===== src/rtl/rsel_pkg.sv =====
package rsel_pkg;

  localparam int unsigned LEAVES  = 16;
  localparam int unsigned KEY_W   = 4;
  localparam int unsigned VAL_W   = 32;
  localparam int unsigned CNT_W   = 5;
  localparam int unsigned LEVELS  = 4;
  localparam int unsigned POS_W   = KEY_W + 1;

  localparam logic [1:0] REQ_LOAD        = 2'd0;
  localparam logic [1:0] REQ_REPLACE_TOP = 2'd1;
  localparam logic [1:0] REQ_REPLACE_IDX = 2'd2;
  localparam logic [1:0] REQ_NEW_RUN     = 2'd3;

  typedef struct packed {
    logic [1:0]              req_type;
    logic [KEY_W-1:0]        leaf_index;
    logic signed [VAL_W-1:0] new_value;
    logic                    valid_flag;
  } rsel_in_t;

  typedef struct packed {
    logic signed [VAL_W-1:0] top_value;
    logic [KEY_W-1:0]        top_key;
    logic                    top_valid;
    logic [CNT_W-1:0]        invalid_count;
    logic                    run_exhausted;
  } rsel_out_t;

  typedef struct packed {
    logic signed [VAL_W-1:0] value;
    logic                    valid;
    logic [KEY_W-1:0]        key;
  } rsel_entry_t;

endpackage


===== src/rtl/replacement_selection_tree.sv =====
// Tournament tree for replacement-selection run generation, 16 leaves.
// Input channel: an item (in_item) is taken at a rising edge where start is
// high and busy is low. Result channel: out_item is valid for exactly one
// cycle while out_strobe is high; the receiver cannot stall it, so it must
// sample the result in that cycle. One result follows every item.
// Load and replace requests write the leaf at the accept edge and then replay
// one tree level per cycle through a single shared compare unit over the four
// levels, the last of which also writes the top entry. The strobe is high in
// the cycle after that, and busy drops in that strobe cycle, so a new item
// is taken only after the replay of the previous one has finished.
// A new-run request only sets every valid bit and clears the invalid count;
// its result is strobed in the next cycle and busy stays low.
// After reset the top entry and the invalid count are zero and the block is
// idle; leaves must all be loaded before their contents mean anything.
module replacement_selection_tree
  import rsel_pkg::*;
(
  input  logic      clk,
  input  logic      rst_n,
  input  logic      start,
  output logic      busy,
  input  rsel_in_t  in_item,
  output logic      out_strobe,
  output rsel_out_t out_item
);

  localparam logic ST_IDLE  = 1'b0;
  localparam logic ST_CLIMB = 1'b1;

  logic                    state_r, state_nxt;
  logic [POS_W-1:0]        pos_r, pos_nxt;
  rsel_entry_t             carry_r, carry_nxt;
  rsel_entry_t             top_r, top_nxt;
  logic [CNT_W-1:0]        cnt_r, cnt_nxt;
  logic                    strobe_r, strobe_nxt;

  logic signed [VAL_W-1:0] leaf_val_r [LEAVES];
  logic [LEAVES-1:0]       leaf_vld_r;
  logic signed [VAL_W-1:0] node_val_r [LEAVES];
  logic [KEY_W-1:0]        node_key_r [LEAVES];
  logic [LEAVES-1:0]       node_vld_r;

  logic                    accept;
  logic                    is_update;
  logic [KEY_W-1:0]        tgt_idx;
  logic                    tgt_vld;
  logic [POS_W-1:0]        sib_pos;
  logic [KEY_W-1:0]        sib_addr;
  logic [KEY_W-1:0]        parent;
  rsel_entry_t             sib;
  rsel_entry_t             left_e, right_e, win;

  assign accept    = start && (state_r == ST_IDLE);
  assign is_update = (in_item.req_type != REQ_NEW_RUN);

  // Target leaf and its run flag for the three update requests.
  always_comb begin
    tgt_idx = in_item.leaf_index;
    tgt_vld = 1'b1;
    unique case (in_item.req_type)
      REQ_LOAD: begin
        tgt_vld = 1'b1;
      end
      REQ_REPLACE_TOP: begin
        tgt_idx = top_r.key;
        tgt_vld = in_item.valid_flag;
      end
      REQ_REPLACE_IDX: begin
        tgt_vld = !(in_item.new_value < top_r.value);
      end
      default: begin
        tgt_vld = 1'b1;
      end
    endcase
  end

  // Shared compare unit: the carried winner meets its sibling at one level.
  assign sib_pos  = pos_r ^ POS_W'(1);
  assign sib_addr = sib_pos[KEY_W-1:0];
  assign parent   = pos_r[POS_W-1:1];

  always_comb begin
    if (sib_pos[POS_W-1]) begin
      sib.value = leaf_val_r[sib_addr];
      sib.valid = leaf_vld_r[sib_addr];
      sib.key   = sib_addr;
    end else begin
      sib.value = node_val_r[sib_addr];
      sib.valid = node_vld_r[sib_addr];
      sib.key   = node_key_r[sib_addr];
    end
    if (pos_r[0]) begin
      left_e  = sib;
      right_e = carry_r;
    end else begin
      left_e  = carry_r;
      right_e = sib;
    end
    if (left_e.valid != right_e.valid) begin
      win = left_e.valid ? left_e : right_e;
    end else begin
      win = (right_e.value < left_e.value) ? right_e : left_e;
    end
  end

  always_comb begin
    state_nxt  = state_r;
    pos_nxt    = pos_r;
    carry_nxt  = carry_r;
    top_nxt    = top_r;
    cnt_nxt    = cnt_r;
    strobe_nxt = 1'b0;
    unique case (state_r)
      ST_IDLE: begin
        if (accept) begin
          if (is_update) begin
            state_nxt       = ST_CLIMB;
            pos_nxt         = {1'b1, tgt_idx};
            carry_nxt.value = in_item.new_value;
            carry_nxt.valid = tgt_vld;
            carry_nxt.key   = tgt_idx;
            if (!tgt_vld && (cnt_r != CNT_W'(LEAVES))) begin
              cnt_nxt = cnt_r + CNT_W'(1);
            end
          end else begin
            top_nxt.valid = 1'b1;
            cnt_nxt       = '0;
            strobe_nxt    = 1'b1;
          end
        end
      end
      ST_CLIMB: begin
        carry_nxt = win;
        pos_nxt   = {1'b0, parent};
        if (parent == KEY_W'(1)) begin
          top_nxt    = win;
          state_nxt  = ST_IDLE;
          strobe_nxt = 1'b1;
        end
      end
      default: begin
        state_nxt = ST_IDLE;
      end
    endcase
  end

  always_ff @(posedge clk) begin
    if (!rst_n) begin
      state_r  <= ST_IDLE;
      top_r    <= '0;
      cnt_r    <= '0;
      strobe_r <= 1'b0;
    end else begin
      state_r  <= state_nxt;
      top_r    <= top_nxt;
      cnt_r    <= cnt_nxt;
      strobe_r <= strobe_nxt;
    end
  end

  always_ff @(posedge clk) begin
    pos_r   <= pos_nxt;
    carry_r <= carry_nxt;
  end

  // Leaf and node storage; a new run sets every valid bit at once.
  always_ff @(posedge clk) begin
    if (accept && is_update) begin
      leaf_val_r[tgt_idx] <= in_item.new_value;
      leaf_vld_r[tgt_idx] <= tgt_vld;
    end else if (accept) begin
      leaf_vld_r <= '1;
    end
    if (state_r == ST_CLIMB) begin
      node_val_r[parent] <= win.value;
      node_key_r[parent] <= win.key;
      node_vld_r[parent] <= win.valid;
    end else if (accept && !is_update) begin
      node_vld_r <= '1;
    end
  end

  assign busy                   = (state_r != ST_IDLE);
  assign out_strobe             = strobe_r;
  assign out_item.top_value     = top_r.value;
  assign out_item.top_key       = top_r.key;
  assign out_item.top_valid     = top_r.valid;
  assign out_item.invalid_count = cnt_r;
  assign out_item.run_exhausted = (cnt_r == CNT_W'(LEAVES));

`ifndef SYNTHESIS
  a_cnt_bound: assert property (@(posedge clk) disable iff (!rst_n)
    cnt_r <= CNT_W'(LEAVES))
    else $error("invalid count above leaf count");

  a_climb_pos: assert property (@(posedge clk) disable iff (!rst_n)
    (state_r == ST_CLIMB) |-> (pos_r >= POS_W'(2)))
    else $error("replay walked past the root");

  a_new_run_lat: assert property (@(posedge clk) disable iff (!rst_n)
    (start && !busy && (in_item.req_type == REQ_NEW_RUN)) |=> out_strobe)
    else $error("new-run result not strobed in the next cycle");

  a_update_lat: assert property (@(posedge clk) disable iff (!rst_n)
    (start && !busy && (in_item.req_type != REQ_NEW_RUN))
      |-> ##(LEVELS + 1) (out_strobe && !busy))
    else $error("update result not strobed after the tree replay");
`endif

endmodule

===== config.mk =====
export PLATFORM = sky130hd
export DESIGN_NAME = replacement_selection_tree
export DESIGN_NICKNAME = d
export VERILOG_FILES = /design/src/rtl/rsel_pkg.sv /design/src/rtl/replacement_selection_tree.sv
export SDC_FILE = /design/constraint.sdc
export NUM_CORES = 2
export LEC_CHECK = 0
export BUFFER_PORTS_ARGS = -buffer_cell sky130_fd_sc_hd__buf_2
export CELL_PAD_IN_SITES_DETAIL_PLACEMENT = 0
export CELL_PAD_IN_SITES_GLOBAL_PLACEMENT = 1
export CORE_UTILIZATION = 49
export CTS_CLUSTER_DIAMETER = 150
export DETAILED_ROUTE_END_ITERATION = 10
export GPL_TIMING_DRIVEN = 0
export PLACE_DENSITY_LB_ADDON = 0.3
export SYNTH_ARGS = -nofsm -noshare
export SYNTH_HDL_FRONTEND = slang
export SYNTH_SLANG_ARGS = --single-unit

===== constraint.sdc =====
create_clock -name clk -period 5 [get_ports clk]
set_input_delay 0.25 -clock clk [delete_from_list [all_inputs] [get_ports clk]]
set_output_delay 0.25 -clock clk [all_outputs]
set_load 0.005 [all_outputs]

Word level (Yosys, flattened, before mapping)
Memories as Yosys holds them, arrays and structs flattened.
Index checks and enable logic that the tools add are counted.
{"block": "word_totals", "reg_bits": 118, "mem_bits_rw": 1088, "input_bits": 42, "output_inout_bits": 45, "wordCells": 98, "mem_count": 3}
{"name": "leaf_val_r", "words": 16, "word_bits": 32, "rd": 1, "rd_clocked_by_memory_dff": 0, "write_ports": 1, "line_no": "replacement_selection_tree.sv:37", "text": "logic signed [VAL_W-1:0] leaf_val_r [LEAVES];"}
{"name": "node_val_r", "words": 16, "word_bits": 32, "rd": 1, "rd_clocked_by_memory_dff": 0, "write_ports": 1, "line_no": "replacement_selection_tree.sv:39", "text": "logic signed [VAL_W-1:0] node_val_r [LEAVES];"}
{"name": "node_key_r", "words": 16, "word_bits": 4, "rd": 1, "rd_clocked_by_memory_dff": 0, "write_ports": 1, "line_no": "replacement_selection_tree.sv:40", "text": "logic [KEY_W-1:0] node_key_r [LEAVES];"}
{"block": "op_classes", "n_addsub": 1, "order_cmp": 7, "n_eq_ne": 12, "mux": 46, "bitwise": 2, "reduce_logical": 15}
{"cell": "two-way mux 37 bit", "n": 8}
{"cell": "one-hot mux 37 bit (2 select lines)", "n": 1}
{"cell": "less-than comparator 32 bit", "n": 2}
{"cell": "two-way mux 16 bit", "n": 4}
{"cell": "bitwise mux 16 bit", "n": 2}
{"cell": "two-way mux 5 bit", "n": 5}
{"cell": "two-way mux 1 bit", "n": 16}
{"cell": "less-than comparator 4 x 5 -> 1 bit (second input constant)", "n": 3}
{"cell": "one-hot mux 5 bit (2 select lines)", "n": 1}
{"cell": "binary-select mux 1 bit (select 4 bit)", "n": 2}
{"cell": "demux 1 bit (select 4 bit)", "n": 2}
{"cell": ">= comparator 4 x 1 -> 1 bit (second input constant)", "n": 2}
{"cell": "inequality test 2 bit (second input constant)", "n": 4}
{"cell": "one-hot mux 1 bit (2 select lines)", "n": 4}
{"cell": "logical AND 1 bit", "n": 6}
{"cell": "AND reduction 3 bit", "n": 2}
{"cell": "adder 5 x 1 -> 5 bit (second input constant)", "n": 1}
{"cell": "== test 5 bit (second input constant)", "n": 1}
{"cell": "inequality test 5 bit (second input constant)", "n": 1}
{"cell": "== test 4 x 1 -> 1 bit (second input constant)", "n": 1}
{"cell": "two-way mux 4 bit", "n": 1}
{"cell": "inequality test 2 x 1 -> 1 bit (second input constant)", "n": 2}
{"cell": "AND reduction 2 bit", "n": 2}
{"cell": "nonzero test 2 bit", "n": 2}
{"cell": "5 further kinds", "n": 8}

Logic depth before layout (Yosys ltp)
{"block": "logic_depth", "depth_word": 10, "depth_mapped": 23, "ltp_nobuf": 18}

Worst setup path before layout
Ideal clock, no wire load.
{"block": "synth_timing", "kind": "flip-flop to flip-flop", "from": "reg pos_r[0]", "to": "mem node_key_r[0][1], data pin", "setup_time_ps": 299, "t_arrival_ps": 4648, "required_ps": 4701, "setup_slack_ps": 53, "stages_incl_launch_ff": 22, "path_buffers": 4, "synth_period_minus_slack_ps": 4947, "path_cell_list": "edfxtp_1 buf_6 buf_2 buf_2 buf_2 mux4_2 mux2i_1 o22ai_1 nor2_1 inv_1 mux2i_1 inv_1 ha_1 nand4_1 nor2_1 nand3_1 or3_1 o21ba_1 or4_4 nand4_4 mux2i_1 inv_1"}
{"element": "start, declared", "line_no": "replacement_selection_tree.sv:31", "text": "logic [POS_W-1:0] pos_r, pos_nxt;"}
{"element": "start signal, assigned", "line_no": "replacement_selection_tree.sv:162", "text": "pos_r <= pos_nxt;"}
{"element": "end, declared", "line_no": "replacement_selection_tree.sv:40"}

==> flow_summary.toml <==
[worst_setup_path]
cp_cell_sequence = "buf_12 -> clkbuf_8 -> buf_4 -> mux4_2 -> mux2i_2 -> o22ai_2 -> nor2_1 -> inv_1 -> mux2i_1 -> inv_2 -> ha_4 -> o21ai_0 -> a22oi_2 -> a22oi_2 -> or3_4 -> o21ba_4 -> or4_4 -> nand4_4 -> mux2i_4 -> clkinvlp_4 -> clkbuf_16"
cp_max_fo = 10
crit_required_ns = 5.45
cpMaxStageDelayCell = "edfxtp_1"
endpoint_kind = "flop"
path_buf_inv = 7
crit_path_start_kind = "flop"
cp_common_cell = "a22oi_2"
crit_arrival_ns = 5.97
max_stage_delay_ns = 0.47
cpLargestDelayFamily = "buffers and inverters"
critical_path_class = "flop to flop"

[placed_design]
gp_congestion = 0.9188
dp_slack_ns = -3.415
place_area_mm2 = 0.05270
hpwl_mm = 89.78
dp_cells = 4186
io_buffer_count = 85

[synth]
yosys_warnings = 0
synth-seq-cells = 1206
ys_types = 63
synth_fp_nets = 2820
synth_edf_count = 1162
synth.avg_cell_area_um2 = 18.31
syn_inst = 2710
ys.flop_type = "edfxtp_1"
ys_seq_area_share_pct = 72.09
netlist_area_mm2 = 0.04963
async_reset_ff_share_pct = 0

[hold_path]
worstHoldPathType = "primary input to flop"

[floorplan]
floorplan.rows = 116
core_area_mm2 = 0.1003
die-area_mm2 = 0.1026
fp.dieH_um = 320.2
fp.dieW_um = 320.2
io_pins = 87
start_util_pct = 49.48

[clocking]
cts_buffers = 119
worstSkewPairLatency_ns = 0.71
clkSinkCount = 1206
cts_tree = "built"
clk_path_buf_depth = 3
clk_root_buffer_cell = "clkbuf_16"
path_clk_slew_ns = 0.06
htree_levels = 3

[sta]
rsz0062_at_grt = "true"
hold_ws_ns = 0.09515
fmax_mhz = 181.0
period_share_pct = 110.5
drv_slew = 0
min_period_ns = 5.525
tightestPinTransition_ns = 0.9736
worst_slack_ns = -0.5253
max_slew_margin_pct = 34.94
hold_violations = 0
fin_skew_ns = 0.02230
setup_viol = 664

[route]
route.vias.total = 27940
drc_errors = 0
postRouteAntennaNets = 0
avgViaCountPerCell = 6.163
wl_mm = 136.3
detail_route.wl_per_cell_um = 30.05
drtIter0Drc = 3363
dr.pass1.iters = 7

[final_layout]
final_cell_mix = "edfxtp_1, mux4_2, nor2_1"
nets = 3188
drive_gt1_share_pct = 32.48
syn_to_final_growth_pct = 20.55
instances_no_fill = 4534
final_area_mm2 = 0.05982
fin_util_pct = 59.65
antenna_cells = 0
final_common_cell = "edfxtp_1"

[power_and_ir_drop]
powerDensity_mw_per_mm2 = 455.6
p_leak_nw = 19.89
vdd_drop_max_mv = 0.3264

[run]
drv_cap = 0

[status]
status = "complete, but fails checks"
failed_checks = "setup timing"

[grt]
grt_pass1_vias = 27740
overflow = 0
grt_pass1_wl_mm = 194.2
track_usage_pct = 26.54
grt_antenna_before_repair = 0
grt_max_degree = 33
==> cells by family (layout without fill, tap and decap cells) <==
family | count (synthesis) | in the layout | synth area share [%]
fa+ha+maj | 68 | 68 | 1.714
compound gates | 350 | 350 | 4.564
simple gates | 324 | 324 | 2.736
mux | 463 | 463 | 16.47
flops | 1206 | 1206 | 72.09
buf+inv | 299 | 766 | 2.425
==> per-stage QoR <==
| stage | TNS, ns | power, mW |
|---|---|---|
| after floorplan | 0 | 15.36 |
| after global placement | -3740.67 | 16.81 |
| after detailed placement | -2263.76 | 17.03 |
| after CTS | -165.26 | 26.90 |
| after global routing | -293.82 | 28.04 |
| final | -202.16 | 27.26 |
==> where the power goes <==
group / internal (mW) / switching, mW
Sequential: 12.4 / 0.0775
Clock: 5.17 / 3.81
Combinational: 2.15 / 3.68
==> worst register-to-register path, delay by kind of cell (launching register included) <==
kind	cells	cell delay [ns]
flops	1	0.47
mux	4	1.07
simple gates	4	1.22
fa+ha+maj	1	0.28
buf+inv	7	1.29
compound gates	5	0.93
==> synth_stat cells (3+ instances only) <==
cell type,number,area (µm²)
dfxtp_1,44,880.8
mux2i_1,172,1722
and3_1,4,25.02
buf_1,31,116.4
inv_1,147,551.8
nand2_1,87,326.6
ha_1,68,850.8
nor2_1,178,668.1
nand3_1,15,75.07
a21oi_1,85,425.4
buf_2,41,205.2
o22ai_1,68,425.4
buf_6,3,33.78
a21oi_2,10,87.58
o311ai_0,25,219.0
o211ai_1,12,90.09
nand4_1,15,93.84
a211oi_1,36,270.3
mux4_2,282,6351
nor3_1,10,50.05
mux2_2,9,101.4
a21o_1,12,90.09
clkbuf_1,72,270.3
edfxtp_1,1162,34890
o21ai_0,72,360.4
==> what timing repair did <==
item | in CTS | in global routing
hold buffers | 33 | 0
hold endpoints to repair | 517 | 0
pin swaps | 37 | 20
resized for setup | 444 | 95
gates cloned | 6 | 4
setup buffers | 53 | 33
endpoints found under the setup margin | 1240 | 666
==> area by class of cell <==
class,instances,area (µm²)
Buffer,148,1424
Sequential cell,1206,35770
Multi-Input combinational cell,1205,13980
Inverter,150,604.3
Fill cell,7228,40470
Timing Repair inverter,2,13.76
Clock inverter,78,767.0
Tap cell,1357,1698
Clock buffer,142,3127
Timing Repair Buffer,246,2431
==> flip-flops by register name (all words and copies together), names as in the netlist, 5 cells and up <==
name and cells:
leaf_val_r 512, node_val_r 512, node_key_r 64, carry_r 37, out_item 37, leaf_vld_r 16, node_vld_r 16, cnt_r 5
pos_r 5
==> routing by layer <==
layer	vias to the layer above	global-route usage, %	part of all wire (%)
li1	11680	-	-
met1	14750	38.53	42
met2	1325	42.08	47
met3	189	3.864	8.0
met4	0	7.698	2.8
met5	-	0	0
==> worst paths after layout <==
check / from / cells past startpoint / endpoint / slack [ns]
worst min-delay path: start / 4 / cnt_r[2] / 0.1
worst max register to register: pos_r[2] / 21 / node_key_r[11][2] / -0.53
worst max-delay path: pos_r[2] / 21 / node_key_r[11][2] / -0.53
worst min register to register: out_item[7] / 2 / out_item[7] / 0.52
Power figures use the tool's default switching activity.
